## config.mk

```make
export PLATFORM = sky130hd
export DESIGN_NAME = traffic_light_day_night_controller_core
export DESIGN_NICKNAME = d
export VERILOG_FILES = /design/src/rtl/core/tldn_pkg.sv /design/src/rtl/core/tldn_cfg_regs.sv /design/src/rtl/core/tldn_step.sv /design/src/rtl/core/traffic_light_day_night_controller_core.sv
export SDC_FILE = /design/constraint.sdc
export NUM_CORES = 1
export LEC_CHECK = 0
export BUFFER_PORTS_ARGS = -buffer_cell sky130_fd_sc_hd__buf_2
export CAP_MARGIN = 20
export CORE_UTILIZATION = 50
export DETAILED_ROUTE_END_ITERATION = 6
export HOLD_SLACK_MARGIN = 0.1
export PLACE_DENSITY = 0.78
export SLEW_MARGIN = 30
export SYNTH_ARGS = -nofsm -noshare
export SYNTH_HDL_FRONTEND = slang
export SYNTH_SLANG_ARGS = --single-unit
```

## constraint.sdc

```tcl
create_clock -name aclk -period 17.4 [get_ports aclk]
set_input_delay 1.74 -clock aclk [delete_from_list [all_inputs] [get_ports aclk]]
set_output_delay 1.74 -clock aclk [all_outputs]
set_load 0.005 [all_outputs]
```

## src/rtl/core/tldn_pkg.sv

```systemverilog
// Shared types and constants for the day/night traffic light controller.
// Used by every module under rtl/core; no dependencies of its own.
`timescale 1ns / 1ps

package tldn_pkg;

    // Field widths
    localparam int unsigned PhaseW  = 4;
    localparam int unsigned CountW  = 8;
    localparam int unsigned LampW   = 5;
    localparam int unsigned LevelW  = 8;
    localparam int unsigned ThreshW = 9;
    localparam int unsigned CfgIdxW = 3;
    localparam int unsigned CfgDatW = 9;
    localparam int unsigned OutW    = 8;

    // Saturation limits
    localparam logic [PhaseW-1:0] PhaseMax = 4'd15;
    localparam logic [CountW-1:0] CountMax = 8'd255;

    // Lamp bit positions inside the lamp pattern
    localparam int unsigned LampGreen  = 0;
    localparam int unsigned LampYellow = 1;
    localparam int unsigned LampRed    = 2;
    localparam int unsigned LampWGreen = 3;
    localparam int unsigned LampWRed   = 4;

    // Lamp masks
    localparam logic [LampW-1:0] MaskGreen  = 5'b00001;
    localparam logic [LampW-1:0] MaskYellow = 5'b00010;
    localparam logic [LampW-1:0] MaskRed    = 5'b00100;
    localparam logic [LampW-1:0] MaskWGreen = 5'b01000;
    localparam logic [LampW-1:0] MaskWRed   = 5'b10000;

    // Request kinds
    localparam logic ModeTick   = 1'b0;
    localparam logic ModeButton = 1'b1;

    // Configuration register indexes
    typedef enum logic [CfgIdxW-1:0] {
        CFG_LIGHT_THRESHOLD = 3'd0,
        CFG_NIGHT_TICKS     = 3'd1,
        CFG_DAY_TICKS       = 3'd2,
        CFG_GREEN_END       = 3'd3,
        CFG_YELLOW_END      = 3'd4,
        CFG_CYCLE_LENGTH    = 3'd5
    } cfg_idx_t;

    // Reset values of the configuration registers
    localparam logic [ThreshW-1:0] RstLightThreshold = 9'd100;
    localparam logic [CountW-1:0]  RstNightTicks     = 8'd10;
    localparam logic [CountW-1:0]  RstDayTicks       = 8'd10;
    localparam logic [PhaseW-1:0]  RstGreenEnd       = 4'd5;
    localparam logic [PhaseW-1:0]  RstYellowEnd      = 4'd7;
    localparam logic [PhaseW-1:0]  RstCycleLength    = 4'd12;

    // Reset value of the bright counter (day mode active)
    localparam logic [CountW-1:0]  RstBrightCount    = 8'd10;

    typedef struct packed {
        logic [ThreshW-1:0] light_threshold;
        logic [CountW-1:0]  night_ticks;
        logic [CountW-1:0]  day_ticks;
        logic [PhaseW-1:0]  green_end;
        logic [PhaseW-1:0]  yellow_end;
        logic [PhaseW-1:0]  cycle_length;
    } cfg_t;

    typedef struct packed {
        logic [PhaseW-1:0] phase_time;
        logic [CountW-1:0] dark_count;
        logic [CountW-1:0] bright_count;
        logic              night_latch;
        logic [LampW-1:0]  lamp_pattern;
    } state_t;

endpackage

```

## src/rtl/core/tldn_cfg_regs.sv

```systemverilog
// Configuration register file for the traffic light controller.
// Depends on tldn_pkg for the register indexes, widths and reset values.
`timescale 1ns / 1ps

module tldn_cfg_regs (
    input  logic                           aclk,
    input  logic                           aresetn,
    input  logic                           cfg_we,
    input  logic [tldn_pkg::CfgIdxW-1:0]   cfg_index,
    input  logic [tldn_pkg::CfgDatW-1:0]   cfg_wdata,
    output tldn_pkg::cfg_t                 cfg
);

    tldn_pkg::cfg_t cfg_reg;
    tldn_pkg::cfg_t cfg_next;

    // Decode the write; unknown indexes are dropped
    always_comb begin
        cfg_next = cfg_reg;
        if (cfg_we) begin
            case (tldn_pkg::cfg_idx_t'(cfg_index))
                tldn_pkg::CFG_LIGHT_THRESHOLD: cfg_next.light_threshold = cfg_wdata;
                tldn_pkg::CFG_NIGHT_TICKS:     cfg_next.night_ticks  = cfg_wdata[7:0];
                tldn_pkg::CFG_DAY_TICKS:       cfg_next.day_ticks    = cfg_wdata[7:0];
                tldn_pkg::CFG_GREEN_END:       cfg_next.green_end    = cfg_wdata[3:0];
                tldn_pkg::CFG_YELLOW_END:      cfg_next.yellow_end   = cfg_wdata[3:0];
                tldn_pkg::CFG_CYCLE_LENGTH:    cfg_next.cycle_length = cfg_wdata[3:0];
                default: ;
            endcase
        end
    end

    always_ff @(posedge aclk) begin
        if (!aresetn) begin
            cfg_reg.light_threshold <= tldn_pkg::RstLightThreshold;
            cfg_reg.night_ticks     <= tldn_pkg::RstNightTicks;
            cfg_reg.day_ticks       <= tldn_pkg::RstDayTicks;
            cfg_reg.green_end       <= tldn_pkg::RstGreenEnd;
            cfg_reg.yellow_end      <= tldn_pkg::RstYellowEnd;
            cfg_reg.cycle_length    <= tldn_pkg::RstCycleLength;
        end else begin
            cfg_reg <= cfg_next;
        end
    end

    assign cfg = cfg_reg;

endmodule

```

## src/rtl/core/tldn_step.sv

```systemverilog
// Next-state logic for one request: tick or button update, then day-mode lamps.
// Purely combinational; depends on tldn_pkg for the config and state structs.
`timescale 1ns / 1ps

module tldn_step (
    input  tldn_pkg::cfg_t                cfg,
    input  tldn_pkg::state_t              cur,
    input  logic                          mode,
    input  logic [tldn_pkg::LevelW-1:0]   light_level,
    output tldn_pkg::state_t              nxt
);

    logic day_now;
    logic day_after;
    logic is_dark;

    always_comb begin
        nxt     = cur;
        is_dark = ({1'b0, light_level} < cfg.light_threshold);
        day_now = (cur.bright_count >= cfg.day_ticks);

        if (mode == tldn_pkg::ModeTick) begin
            // Phase time and light counters, both saturating
            if (cur.phase_time != tldn_pkg::PhaseMax) begin
                nxt.phase_time = cur.phase_time + 4'd1;
            end
            if (is_dark) begin
                if (cur.dark_count != tldn_pkg::CountMax) begin
                    nxt.dark_count = cur.dark_count + 8'd1;
                end
            end else begin
                if (cur.bright_count != tldn_pkg::CountMax) begin
                    nxt.bright_count = cur.bright_count + 8'd1;
                end
                nxt.dark_count = '0;
            end
            // Night blink: only yellow survives and it toggles
            if ((nxt.bright_count < cfg.day_ticks) && cur.night_latch) begin
                nxt.lamp_pattern = (cur.lamp_pattern & tldn_pkg::MaskYellow)
                                   ^ tldn_pkg::MaskYellow;
                nxt.phase_time   = '0;
            end
            // Enough dark ticks: enter night mode
            if (nxt.dark_count >= cfg.night_ticks) begin
                nxt.lamp_pattern = nxt.lamp_pattern & tldn_pkg::MaskYellow;
                nxt.phase_time   = '0;
                nxt.bright_count = '0;
                nxt.night_latch  = 1'b1;
            end
        end else if (day_now && (cur.phase_time < cfg.green_end)) begin
            // Button press cuts green short
            nxt.phase_time = cfg.green_end - 4'd1;
        end

        // Day-mode lamp sequence
        day_after = (nxt.bright_count >= cfg.day_ticks);
        if (day_after) begin
            nxt.night_latch = 1'b0;
            if (nxt.phase_time >= cfg.cycle_length) begin
                nxt.phase_time = '0;
            end
            if (nxt.phase_time < cfg.green_end) begin
                nxt.lamp_pattern = tldn_pkg::MaskGreen | tldn_pkg::MaskWRed;
            end else if (nxt.phase_time < cfg.yellow_end) begin
                nxt.lamp_pattern = (nxt.lamp_pattern & ~tldn_pkg::MaskGreen)
                                   | tldn_pkg::MaskYellow;
            end else if (nxt.phase_time < cfg.cycle_length) begin
                nxt.lamp_pattern = (nxt.lamp_pattern
                                    & ~(tldn_pkg::MaskYellow | tldn_pkg::MaskWRed))
                                   | tldn_pkg::MaskRed | tldn_pkg::MaskWGreen;
            end
        end
    end

endmodule

```

## src/rtl/core/traffic_light_day_night_controller_core.sv

```systemverilog
// Top level of the day/night traffic light controller: input register,
// controller state, result register. Uses tldn_pkg, tldn_cfg_regs, tldn_step.
//
//  Channel   Direction  Ports                          Contents
//  input     in         s_tvalid s_tready s_tuser      tuser: mode; tdata: light_level
//                       s_tdata
//  result    out        m_tvalid m_tready m_tdata      tdata: lamps and night_active
//  config    in         cfg_we cfg_index cfg_wdata     one register write per cycle
//
// One request per cycle sustained while m_tready holds; the result passes through the
// input register, then the state update into the result register.
// The state update is a single combinational pass from the input register.
// Reset (aresetn low, synchronous) empties both registers and restores the
// controller state and configuration to their defaults.
// A stalled result holds its register; a new request still enters an empty input
// register and waits there until the result slot frees.
`timescale 1ns / 1ps

module traffic_light_day_night_controller_core (
    input  logic                          aclk,
    input  logic                          aresetn,
    // input request
    input  logic                          s_tvalid,
    output logic                          s_tready,
    input  logic [7:0]                    s_tdata,   // [7:0] light_level
    input  logic                          s_tuser,   // [0] mode
    // result
    output logic                          m_tvalid,
    input  logic                          m_tready,
    // [0] car_green [1] car_yellow [2] car_red [3] walk_green [4] walk_red
    // [5] night_active [7:6] zero
    output logic [tldn_pkg::OutW-1:0]     m_tdata,
    // configuration
    input  logic                          cfg_we,
    input  logic [tldn_pkg::CfgIdxW-1:0]  cfg_index,
    input  logic [tldn_pkg::CfgDatW-1:0]  cfg_wdata
);

    tldn_pkg::cfg_t   cfg;
    tldn_pkg::state_t state_reg;
    tldn_pkg::state_t state_next;

    logic                        in_valid_reg;
    logic                        in_mode_reg;
    logic [tldn_pkg::LevelW-1:0] in_level_reg;
    logic                        out_valid_reg;
    logic [tldn_pkg::OutW-1:0]   out_data_reg;
    logic [tldn_pkg::OutW-1:0]   out_data_next;
    logic                        advance;
    logic                        s_accept;

    tldn_cfg_regs u_cfg (
        .aclk      (aclk),
        .aresetn   (aresetn),
        .cfg_we    (cfg_we),
        .cfg_index (cfg_index),
        .cfg_wdata (cfg_wdata),
        .cfg       (cfg)
    );

    tldn_step u_step (
        .cfg         (cfg),
        .cur         (state_reg),
        .mode        (in_mode_reg),
        .light_level (in_level_reg),
        .nxt         (state_next)
    );

    // Handshake: the held request moves on when the result slot is free
    assign advance  = in_valid_reg && (!out_valid_reg || m_tready);
    assign s_tready = !in_valid_reg || advance;
    assign s_accept = s_tvalid && s_tready;

    // Input register
    always_ff @(posedge aclk) begin
        if (!aresetn) begin
            in_valid_reg <= 1'b0;
        end else if (s_tready) begin
            in_valid_reg <= s_tvalid;
        end
    end

    always_ff @(posedge aclk) begin
        if (s_accept) begin
            in_mode_reg  <= s_tuser;
            in_level_reg <= s_tdata;
        end
    end

    // Controller state
    always_ff @(posedge aclk) begin
        if (!aresetn) begin
            state_reg.phase_time   <= '0;
            state_reg.dark_count   <= '0;
            state_reg.bright_count <= tldn_pkg::RstBrightCount;
            state_reg.night_latch  <= 1'b0;
            state_reg.lamp_pattern <= '0;
        end else if (advance) begin
            state_reg <= state_next;
        end
    end

    // Result packing
    assign out_data_next = {2'b00, state_next.night_latch, state_next.lamp_pattern};

    always_ff @(posedge aclk) begin
        if (!aresetn) begin
            out_valid_reg <= 1'b0;
        end else if (advance) begin
            out_valid_reg <= 1'b1;
        end else if (m_tready) begin
            out_valid_reg <= 1'b0;
        end
    end

    always_ff @(posedge aclk) begin
        if (advance) begin
            out_data_reg <= out_data_next;
        end
    end

    assign m_tvalid = out_valid_reg;
    assign m_tdata  = out_data_reg;

    // At night only the yellow lamp may be lit
    a_night_yellow_only: assert property (@(posedge aclk) disable iff (!aresetn)
        (m_tvalid && m_tdata[tldn_pkg::LampW])
            |-> ((m_tdata[tldn_pkg::LampW-1:0] & ~tldn_pkg::MaskYellow) == '0))
        else $error("lamp other than yellow lit in night mode");

    // Entering night clears phase time and the bright count
    a_night_entry: assert property (@(posedge aclk) disable iff (!aresetn)
        $rose(state_reg.night_latch)
            |-> (state_reg.phase_time == '0 && state_reg.bright_count == '0))
        else $error("night entry left phase or bright count set");

    // State only moves when a request is applied
    a_state_hold: assert property (@(posedge aclk) disable iff (!aresetn)
        !advance |=> $stable(state_reg))
        else $error("controller state changed without a request");

endmodule
```

* Word-level counts from Yosys, hierarchy flattened
Index checks and enable logic that the tools add are counted.
** Word-level totals
- Bits in registers :: 80
- Latch bits :: 0
- Memory bits (writable) :: 0
- ROM bits :: 0
- Input port bits :: 26
- Output and inout port bits :: 10
- Logic and storage cells :: 80
- Memories kept :: 0
** Operators by class
- Add/sub/neg operators :: 4
- Multipliers :: 0
- Div/mod/pow operators :: 0
- Magnitude comparators :: 10
- Eq/ne operators :: 8
- Shift operators :: 0
- Multiplexer cells :: 23
- Bitwise logic cells :: 2
- Reduce and logical (&&, ||, !) cells :: 17
** Operators with widths (number)
- 8-bit 2-to-1 mux :: 6
- 4-bit 2-to-1 mux :: 8
- 14-bit 2-to-1 mux :: 2
- 8-bit >= comparator :: 3
- 5-bit 2-to-1 mux :: 4
- 8-bit by 1-bit adder with 8-bit output (second input constant) :: 2
- 4-bit < comparator :: 4
- 8-bit inequality test (second input constant) :: 2
- 2-bit AND reduction :: 7
- 8-bit by 9-bit < comparator with 1-bit output :: 1
- 8-bit < comparator :: 1
- 3-bit by 2-bit equality test with 1-bit output (second input constant) :: 2
- 3-bit equality test (second input constant) :: 2
- 6-bit 2-to-1 mux :: 1
- 4-bit by 1-bit adder with 4-bit output (second input constant) :: 1
- 4-bit >= comparator :: 1
- 1-bit logical AND :: 4
- 4-bit inequality test (second input constant) :: 1
- 4-bit by 1-bit subtractor with 4-bit output (second input constant) :: 1
- 3-bit by 1-bit equality test with 1-bit output (second input constant) :: 1
- 3-bit zero test :: 1
- 1-bit zero test :: 2
- 1-bit logical OR :: 2
- 1-bit 2-to-1 mux :: 2
- other kinds (2) :: 3

* Longest topological paths before layout
- Word-level depth :: 17
- Depth in mapped cells :: 32
- Gate-level depth less buffers :: 29

* By module
From an unflattened synthesis, not the netlist that was laid out.
** Second synthesis, totals
- Cell total of the unflattened synthesis :: 651
- Area total of the unflattened synthesis :: 5620.4 um^2
** Modules (own cells, without submodules)
- tldn_step :: times used 1, cells an instance 366, area each 2513.7 um^2, seq. area each 0.0 um^2
- traffic_light_day_night_controller_core :: times used 1, cells an instance 141, area each 1630.3 um^2, seq. area each 1011.0 um^2
- tldn_cfg_regs :: times used 1, cells an instance 144, area each 1476.4 um^2, seq. area each 740.7 um^2

* Worst setup path after synthesis
Ideal clock, no wire load.
- Path kind :: register -> register
- Start :: register in_level_reg[7] (netlist name)
- End :: register state_reg[1] (netlist name)
- Setup time :: 103 ps
- Data arrival time :: 5883 ps
- Required time :: 17297 ps
- Slack :: 11414 ps
- Cell stages (with the launch flop) :: 29
- Buffers on the path :: 3
- Period minus slack after synthesis :: 5986 ps
- Cell sequence :: edfxtp_1 > ha_1 > and4b_1 > nand3_1 > o21ai_1 > buf_2 > and2_1 > clkbuf_1 > nand4_1 > xnor2_1 > ha_1 > o21a_1 > nor2_1 > o31a_1 > a31oi_1 > nand2_1 > o32ai_1 > a21oi_1 > ha_1 > o21ai_0 > a21oi_1 > or3_4 > a311oi_4 > a2bb2oi_2 > a2111o_1 > o311a_1 > buf_6 > o21bai_4 > a2111oi_2
** On the way
- Cells in the longest elaborated chain, start to end :: 16
- Elaborated cells on any way between the ends :: 25
- Classes of those cells :: 8 x order compare; 16 x mux; 1 x reduce/logical
** RTL lines
- start: declaration :: line traffic_light_day_night_controller_core.sv:45 : logic [tldn_pkg::LevelW-1:0] in_level_reg;
- start signal: assignment :: line traffic_light_day_night_controller_core.sv:86 : in_level_reg <= s_tdata;
- 8-bit by 9-bit < comparator with 1-bit output (*) :: line tldn_step.sv:19 : is_dark = ({1'b0, light_level} < cfg.light_threshold);
- 8-bit 2-to-1 mux :: line tldn_step.sv:27 : if (is_dark) begin
- 8-bit 2-to-1 mux :: line tldn_step.sv:22 : if (mode == tldn_pkg::ModeTick) begin
- 8-bit < comparator :: line tldn_step.sv:38 : if ((nxt.bright_count < cfg.day_ticks) && cur.night_latch) begin
- 1-bit logical AND :: line tldn_step.sv:38
- 4-bit 2-to-1 mux :: line tldn_step.sv:38
- 4-bit 2-to-1 mux :: line tldn_step.sv:44 : if (nxt.dark_count >= cfg.night_ticks) begin
- 4-bit 2-to-1 mux :: line tldn_step.sv:22
- 4-bit >= comparator :: line tldn_step.sv:59 : if (nxt.phase_time >= cfg.cycle_length) begin
- 4-bit 2-to-1 mux :: line tldn_step.sv:59
- 4-bit 2-to-1 mux :: line tldn_step.sv:57 : if (day_after) begin
- 4-bit < comparator :: line tldn_step.sv:67 : end else if (nxt.phase_time < cfg.cycle_length) begin
- 5-bit 2-to-1 mux :: line tldn_step.sv:67
- 5-bit 2-to-1 mux :: line tldn_step.sv:64 : end else if (nxt.phase_time < cfg.yellow_end) begin
- 5-bit 2-to-1 mux :: line tldn_step.sv:62 : if (nxt.phase_time < cfg.green_end) begin
- 6-bit 2-to-1 mux (*) :: line tldn_step.sv:57
- end signal: assignment :: line traffic_light_day_night_controller_core.sv:99 : state_reg <= state_next;
- end: declaration :: line traffic_light_day_night_controller_core.sv:40 : tldn_pkg::state_t state_reg;
Mark *: on every way between the ends. The rest lies on a longest branch, timed or not. The select of a mux whose other input is x is not followed.
A chain may end at the register's enable or synchronous reset.

* Final worst setup path
- Start :: register in_level_reg[6] (netlist name)
- End :: register state_reg[1] (netlist name)
The elaborated chain is that of the path after synthesis.

==> flow_metrics.env <==
export IMPL_max_stage_delay_ps=440
export IMPL_reg2reg_to="state_reg[1]$_SDFFE_PN0P_"
export IMPL_synth_adder_area_share=0.134
export IMPL_grt_pass1_vias=4293
export IMPL_dieArea_um2=10700
export IMPL_routedWlPerCell_um=15.8
export IMPL_tns_ps=0
export IMPL_ys_top_cells_by_area="dfxtp_1, ha_1, edfxtp_1"
export IMPL_cts_tree="yes"
export IMPL_cts_max_level=3
export IMPL_cts_hold_buf=0
export IMPL_areaGrowthSynthToFinish_pct=8.91
export IMPL_start_util=0.522
export IMPL_viasPerCell=5.72
export IMPL_fillers=865
export IMPL_seq_area_um2=1750
export IMPL_rsz0062_at_grt="false"
export IMPL_synth_simple_area_share=0.209
export IMPL_yosysWarningCount=0
export IMPL_clkSinkCount=80
export IMPL_drive_above_1_share=0.103
export IMPL_min_path_type="reg -> reg"
export IMPL_multi_input_area_um2=3120
export IMPL_synth_main_ff_cell="dfxtp_1"
export IMPL_hold_depth=2
export IMPL_cts_post_setup_buffers_inserted=0
export IMPL_yosysTopAreaCell="dfxtp_1"
export IMPL_syn_avg_cell_area_um2=8.39
export IMPL_worstSetupEndpointType="flip-flop"
export IMPL_worst_ir_drop_vdd_mv=0.0586
export IMPL_hold_viol=0
export IMPL_slew_limit_headroom=0.314
export IMPL_hold_path_end="u_cfg.cfg[29]$_SDFFE_PN0P_"
export IMPL_num_rows=36
export IMPL_p_total_w=0.000424
export IMPL_ys_types=70
export IMPL_yosys_area_top_type_share=0.252
export IMPL_yosys_mux_area_fraction=0.0354
export IMPL_routed_wl_mm=12.2
export IMPL_cts_buffers=9
export IMPL_grt_first_pass_wirelength_mm=20.7
export IMPL_cp_required_ps=17660
export IMPL_synth_xor_area_frac=0.0204
export IMPL_dr_first_iter_drc_count=283
export IMPL_via_count=4429
export IMPL_grt_max_degree=56
export IMPL_setup_violations=0
export IMPL_clkSlewWorstSetupHoldPaths_ps=90
export IMPL_run_status="finished clean"
export IMPL_cts_resized_gates=0
export IMPL_die_h_um=104
export IMPL_r2r_start="in_level_reg[6]$_DFFE_PP_"
export IMPL_grt_ovfl_total=0
export IMPL_antenna_found_initial=0
export IMPL_finalMaxSlewViolations=0
export IMPL_ys_seq_elements=80
export IMPL_synth_edf_count=15
export IMPL_antenna_cells=0
export IMPL_powerDensity_nw_per_um2=75.6
export IMPL_reg2reg_slack_ps=10630
export IMPL_async_flop_share=0
export IMPL_core_um2=9860
export IMPL_yosys_cell_count_top_type="nand2_1"
export IMPL_dp_hpwl_mm=9.15
export IMPL_worst_slew_pin_transition_ps=1030
export IMPL_firstDrtPassIters=5
export IMPL_skew_ps=12.4
export IMPL_clk_latency_ps=370
export IMPL_ant_nets=0
export IMPL_fmax_mhz=148
export IMPL_synthCells=614
export IMPL_place_gp_congestion=0.924
export IMPL_synth_top_family_by_area="simple AND/OR/NAND/NOR gates"
export IMPL_fin_crit_ps=6770
export IMPL_ios=36
export IMPL_synth_area_um2=5150
export IMPL_p_leak_nw=2.36
export IMPL_cts_root_buf="clkbuf_8"
export IMPL_grt_usage=0.240
export IMPL_layout_nets=717
export IMPL_r2r_cells=29
export IMPL_criticalPathCategory="reg -> reg"
export IMPL_clock_path_buffers=2
export IMPL_yosysSeqAreaShare=0.340
export IMPL_hold_path_startpoint="u_cfg.cfg[29]$_SDFFE_PN0P_"
export IMPL_critPathArrivalTime_ps=7020
export IMPL_slowest_stage="a2111o_1"
export IMPL_route_detailed_drc=0
export IMPL_synth_compound_area_frac=0.205
export IMPL_largest_register_ffs=37
export IMPL_fin_crit_sh=0.389
export IMPL_fp_dieW_um=104
export IMPL_path_max_fanout=11
export IMPL_port_buffers=33
export IMPL_worst_setup_path_start_kind="flip-flop"
export IMPL_cap_violations=0
export IMPL_synth_common_cells="nand2_1, dfxtp_1, ha_1"
-- metrics by stage --
stage | cell area (µm²) | hold slack (ps) | setup slack (ps) | instances | utilization
after floorplan | 5160 | 436 | 11410 | 615 | -
after global placement | 5390 | 442 | 11130 | 758 | 0.546
after detailed placement | 5390 | 455 | 10850 | 758 | 0.547
after CTS | 5610 | 467 | 10760 | 774 | 0.569
after global routing | 5610 | 490 | 10070 | 774 | 0.569
final | 5610 | 470 | 10630 | 774 | 0.569
-- layout make-up --
cell class	instances	area share
flip-flops and latches	80	0.312
repair buffers	34	0.0308
clock inverters	7	0.0169
clock buffers	9	0.0221
multi-input cells	463	0.556
inverters	48	0.0321
well taps	133	0.0296
-- worst max path at each step --
stage	start	endpoint	slack (ps)	cells after the start
finish	in_level_reg[6]$_DFFE_PP_	state_reg[1]$_SDFFE_PN0P_	10630	29
global route	u_cfg.cfg[35]$_SDFFE_PN0P_	m_tdata[4]$_DFFE_PP_	10070	30
CTS	in_level_reg[6]$_DFFE_PP_	state_reg[1]$_SDFFE_PN0P_	10760	29
detailed placement	in_level_reg[6]$_DFFE_PP_	state_reg[1]$_SDFFE_PN0P_	10850	29
global placement	in_level_reg[7]$_DFFE_PP_	m_tdata[4]$_DFFE_PP_	11130	26
floorplan	in_level_reg[7]$_DFFE_PP_	state_reg[1]$_SDFFE_PN0P_	11410	28
-- worst max-delay path: cells and delay by family, from the launching register on --
family / cells / cell delay (ps)
AOI/OAI and AO/OA: 11 / 2680
xor gates and xnor gates: 1 / 280
adders and majority gates: 3 / 800
buffers and inverters: 2 / 270
DFF: 1 / 390
and+or+nand+nor: 12 / 2230
-- logic make-up after synthesis --
group	Yosys count
fa+ha+maj	55
buf+inv	72
simple gates	228
xor+xnor	12
flops	80
mux	18
other cells	1
compound gates	148
-- cell usage in the layout (no fill, tap or decap), types with 17 or more instances in the layout --
master     n
a21oi_1   30
buf_2     33
dfxtp_1   65
ha_1      55
inv_1     47
nand2_1  101
nand3_1   17
nor2_1    37
nor2b_1   18
o21ai_0   28
-- routing by layer --
layer | vias up | wire, µm | GRT usage
met5 | - | 0 | 0
met4 | 0 | 211 | 0.0870
met3 | 19 | 487 | 0.0352
met2 | 109 | 5670 | 0.391
met1 | 2094 | 5820 | 0.321
li1 | 2207 | - | -
-- power breakdown --
| part | leakage (nW) | internal (W) | switching (W) | total, W |
|---|---|---|---|---|
| logic | 1.57 | 0.0000269 | 0.0000413 | 0.0000683 |
| clock network | 0.111 | 0.0000811 | 0.0000736 | 0.000155 |
| registers | 0.673 | 0.000196 | 0.00000536 | 0.000201 |
| total | 2.36 | 0.000304 | 0.000120 | 0.000424 |
Note: power is estimated with default switching activity, not from simulation.
